==> src/rtl/vfm_pkg.sv <==
`timescale 1ns / 1ps
// Shared types, field widths and codes for the voxel face culling mesher.
package vfm_pkg;

  localparam int POS_W    = 4;
  localparam int SIDE_W   = 3;
  localparam int BLK_W    = 8;
  localparam int VTX_W    = 17;
  localparam int NUM_DIRS = 6;

  // Vertex counter advances by the four corners of one quad.
  localparam logic [VTX_W-1:0] VTX_STEP = 17'd4;

  // Face directions, also used as neighbour chunk sides.
  localparam logic [SIDE_W-1:0] DIR_NORTH  = 3'd0;
  localparam logic [SIDE_W-1:0] DIR_SOUTH  = 3'd1;
  localparam logic [SIDE_W-1:0] DIR_WEST   = 3'd2;
  localparam logic [SIDE_W-1:0] DIR_EAST   = 3'd3;
  localparam logic [SIDE_W-1:0] DIR_BOTTOM = 3'd4;
  localparam logic [SIDE_W-1:0] DIR_TOP    = 3'd5;

  typedef enum logic [1:0] {
    OP_LOAD_CELL = 2'd0,
    OP_LOAD_NB   = 2'd1,
    OP_MESH      = 2'd2,
    OP_BEGIN     = 2'd3
  } opcode_t;

  // Which group of cells a read cycle fetches.
  typedef enum logic [1:0] {
    RD_CENTER = 2'd0,
    RD_NS     = 2'd1,
    RD_WE     = 2'd2,
    RD_BT     = 2'd3
  } rd_sel_t;

  typedef struct packed {
    opcode_t           opcode;
    logic [POS_W-1:0]  pos_x;
    logic [POS_W-1:0]  pos_y;
    logic [POS_W-1:0]  pos_z;
    logic [SIDE_W-1:0] side;
    logic [BLK_W-1:0]  block_value;
  } cmd_t;

  typedef struct packed {
    logic [POS_W-1:0]  face_x;
    logic [POS_W-1:0]  face_y;
    logic [POS_W-1:0]  face_z;
    logic [SIDE_W-1:0] face_dir;
    logic [BLK_W-1:0]  block_type;
    logic [VTX_W-1:0]  base_vertex;
    logic              last_face;
  } face_t;

  // Commands from the controller to the datapath.
  typedef struct packed {
    logic    take;
    logic    rd_en;
    rd_sel_t rd_sel;
    logic    emit;
  } ctl_t;

  // Status from the datapath to the controller.
  typedef struct packed {
    logic mesh_req;
    logic pending;
    logic single;
    logic out_free;
  } sts_t;

endpackage

==> src/rtl/vfm_ctrl.sv <==
`timescale 1ns / 1ps
// Controller of the mesher: sequences the neighbour reads and the face emission.
module vfm_ctrl (
  input  logic          clk,
  input  logic          rst,
  input  logic          cmd_valid,
  output logic          cmd_stall,
  input  vfm_pkg::sts_t sts,
  output vfm_pkg::ctl_t ctl
);
  import vfm_pkg::*;

  typedef enum logic [2:0] {
    S_IDLE,
    S_RD_CELL,
    S_RD_NS,
    S_RD_WE,
    S_RD_BT,
    S_SETTLE,
    S_EMIT
  } state_t;

  state_t state, state_next;

  assign cmd_stall = (state != S_IDLE);

  always_comb begin
    state_next = state;
    ctl        = '0;
    ctl.take   = cmd_valid && (state == S_IDLE);
    ctl.rd_sel = RD_CENTER;
    case (state)
      S_IDLE: begin
        if (ctl.take && sts.mesh_req) begin
          state_next = S_RD_CELL;
        end
      end
      S_RD_CELL: begin
        ctl.rd_en  = 1'b1;
        ctl.rd_sel = RD_CENTER;
        state_next = S_RD_NS;
      end
      S_RD_NS: begin
        ctl.rd_en  = 1'b1;
        ctl.rd_sel = RD_NS;
        state_next = S_RD_WE;
      end
      S_RD_WE: begin
        ctl.rd_en  = 1'b1;
        ctl.rd_sel = RD_WE;
        state_next = S_RD_BT;
      end
      S_RD_BT: begin
        ctl.rd_en  = 1'b1;
        ctl.rd_sel = RD_BT;
        state_next = S_SETTLE;
      end
      S_SETTLE: begin
        state_next = S_EMIT;
      end
      S_EMIT: begin
        if (!sts.pending) begin
          state_next = S_IDLE;
        end else if (sts.out_free) begin
          ctl.emit = 1'b1;
          if (sts.single) begin
            state_next = S_IDLE;
          end
        end
      end
      default: state_next = S_IDLE;
    endcase
  end

  always_ff @(posedge clk) begin
    if (rst) begin
      state <= S_IDLE;
    end else begin
      state <= state_next;
    end
  end

endmodule

==> config.mk <==
export PLATFORM = sky130hd
export DESIGN_NAME = vfm_ctrl
export DESIGN_NICKNAME = d
export VERILOG_FILES = /design/src/rtl/vfm_pkg.sv /design/src/rtl/vfm_ctrl.sv
export SDC_FILE = /design/constraint.sdc
export NUM_CORES = 1
export LEC_CHECK = 0
export BUFFER_PORTS_ARGS = -buffer_cell sky130_fd_sc_hd__buf_2
export CAP_MARGIN = 20
export CORE_AREA = 2 2 39 41
export DETAILED_ROUTE_END_ITERATION = 8
export DIE_AREA = 0 0 41 43
export MAX_ROUTING_LAYER = met4
export SETUP_SLACK_MARGIN = 0.3
export SYNTH_ARGS = -nofsm -noshare
export SYNTH_HDL_FRONTEND = slang
export SYNTH_SLANG_ARGS = --single-unit
==> constraint.sdc <==
create_clock -name clk -period 1.1 [get_ports clk]
set_input_delay 0.055 -clock clk [delete_from_list [all_inputs] [get_ports clk]]
set_output_delay 0.055 -clock clk [all_outputs]
set_load 0.02 [all_outputs]
==> flow_summary.toml <==
[synth]
synth_area_leaders = "dfxtp_1, xnor2_1, a2111oi_2, nand2_1, buf_6"
seq_area_frac_synth_pct = 28.2
syn_avg_cell_area_um2 = 8.18
synth-seq-cells = 3
yosysTopAreaCell = "dfxtp_1"
yosys.area.top_type_share_pct = 28.2
synth_nets = 33
syn_inst = 26
syn_area_um2 = 213
yosysWarnings = 0
ys_types = 17

[clock_network]
h-tree-depth = 1
cts_tree = "yes"
clockBufferDepth = 2
clk_pin_slew_ns = 0.04
worstSkewPairLatency_ns = 0.24
clock_sinks = 3
cts_buffers = 3
cts_root_buf = "clkbuf_4"

[layout]
top_register = "state"
stdcell_count = 71
layout-drive-gt1-share_pct = 90.9
fin_area_um2 = 584
n_antenna_cell = 0
largestRegisters = "state (3)"
layout_commonest_cell = "buf_6"
area_growth_pct = 175
final_nets = 63
largest_register_ffs = 3
layout_common_cells = "buf_6, buf_4, buf_2"

[flow_run]
cap_violations = 0

[sta]
whs_ns = 0.0728
fmax_ghz = 0.799
worst_pin_slew_ns = 0.296
worst_slack_ns = -0.151
rsz0062_at_grt = "yes"
drv_slew = 0
setup_viol = 8
post-route-min-period_ns = 1.25
clock_skew_ns = 0.00840
fin_crit_sh_pct = 114
fin_tns_setup_ns = -0.709
max-slew-margin-rel_pct = 80.2
hold_viol = 0

[placement]
place_inst = 55
gp_congestion = 0.733
dp_hpwl_um = 409
io_buffers = 12
place_area_um2 = 317

[pwr]
clkPwrFrac_pct = 31.3
finalPower_w = 0.000635
ir_drop_mv = 0.366
pwr-share-seq_pct = 22.0
switching_share_pct = 34.5
power_switching_w = 0.000219
p_per_area_mw_per_mm2 = 1090
leakage_nw = 0.253
p_int_w = 0.000416
pwr-share-comb_pct = 46.7

[critical_path]
critPathSlowestCell = "or3_4"
crit_fanout = 6
max_stage_delay_ns = 0.39
worstSetupPathType = "reg2out"
cp_cell_sequence = "or3_4 -> nor2_4 -> buf_6"
crit_arrival_ns = 1.20
cp-start-kind = "flop"
cp-end-kind = "output port"
cp.required_ns = 1.04

[global_routing]
grtUsageTotal_pct = 11.9
grt.overflow.total = 0
grt_max_degree = 8
antenna_found_initial = 0
grt_pass1_wl_mm = 1.29
grt_pass1_vias = 323

[route]
wl_um = 976
vias = 329
firstDrtPassIters = 4
viasPerCell = 4.63
drtAntennaViolNets = 0
drtIter0Drc = 3
drc_errors = 0
wl_per_cell_um = 13.7

[floorplan]
die_y_um = 43
core_mm2 = 0.00138
start_util_pct = 15.4
dieWidth_um = 41
die_area_mm2 = 0.00176
io_pins = 13
rows = 14

[run_status]
failed_checks = "setup timing"
status = "finished, violations left"

[min_path]
hold_path.class = "in2reg"
==> power by group through the flow <==
stage	clock, W	sequential, W	combinational, W
final	0.000199	0.000139	0.000297
after global routing	0.000217	0.000142	0.000311
after CTS	0.000204	0.000136	0.000231
after detailed placement	0	0.000137	0.000148
after global placement	0	0.000137	0.000146
after floorplan	0	0.000128	0.000114
==> worst paths after layout <==
path / slack [ns] / cells after the start / end / start
worst max-delay path: -0.15 / 3 / ctl[4] / state[1]
worst min-delay path: 0.07 / 2 / state[1] / rst
worst max register to register: -0.11 / 5 / state[2] / state[1]
worst min register to register: 0.60 / 2 / state[0] / state[2]
==> worst max-delay path: cells and delay by family, from the launching register on <==
| family | cells | cell delay, ns |
|---|---|---|
| flip-flops | 1 | 0.36 |
| buffers and inverters | 1 | 0.11 |
| AND/OR/NAND/NOR | 2 | 0.48 |
==> kinds of logic (layout without fill, tap and decap cells) <==
logic type	count (synthesis)	after routing	share of synthesized area, %
compound gates	7	7	24.1
xor+xnor	2	2	8.24
buf+inv	3	32	9.41
flops	3	3	28.2
simple gates	11	11	30.0
==> Yosys cell counts <==
master and number:
a21oi_1 2, inv_1 1, o21ai_0 2, xnor2_1 2, nor2b_2 1, and4_2 1, nand2_1 4, buf_2 1
a211oi_1 1, a311oi_1 1, nor3_1 1, a2111oi_2 1, nor2_2 1, nor2_1 2, or3_4 1, buf_6 1
dfxtp_1 3
==> layout make-up <==
type | count | area (um^2)
fillers | 143 | 800
multi-input cells | 20 | 236
repair buffers | 27 | 226
flip-flops and latches | 3 | 71.3
clock buffers | 4 | 26.3
well taps | 16 | 20.0
inverters | 1 | 3.75
==> through the flow <==
| step | worst slack, ns | utilization [%] |
|---|---|---|
| CTS | -0.142 | 34.1 |
| global placement | 0.0568 | 22.9 |
| global route | -0.188 | 42.2 |
| floorplan | 0.0621 | - |
| detailed placement | 0.0439 | 22.9 |
| finish | -0.151 | 42.2 |
==> layer usage <==
metal,GRT usage (%),part of all wire [%],vias up
li1,-,-,149
met5,-,0,-
met1,10.9,33,157
met3,1.57,4.6,6
met4,14.7,3.0,0
met2,17.8,59,17
==> what timing repair did <==
action	4_1_cts	5_1_grt
endpoints found under the setup margin	9	9
hold buffers	0	0
pin swaps	3	3
buffers inserted	6	6
gates resized for setup	22	17
No activity file was read; power rests on OpenSTA's default activity.
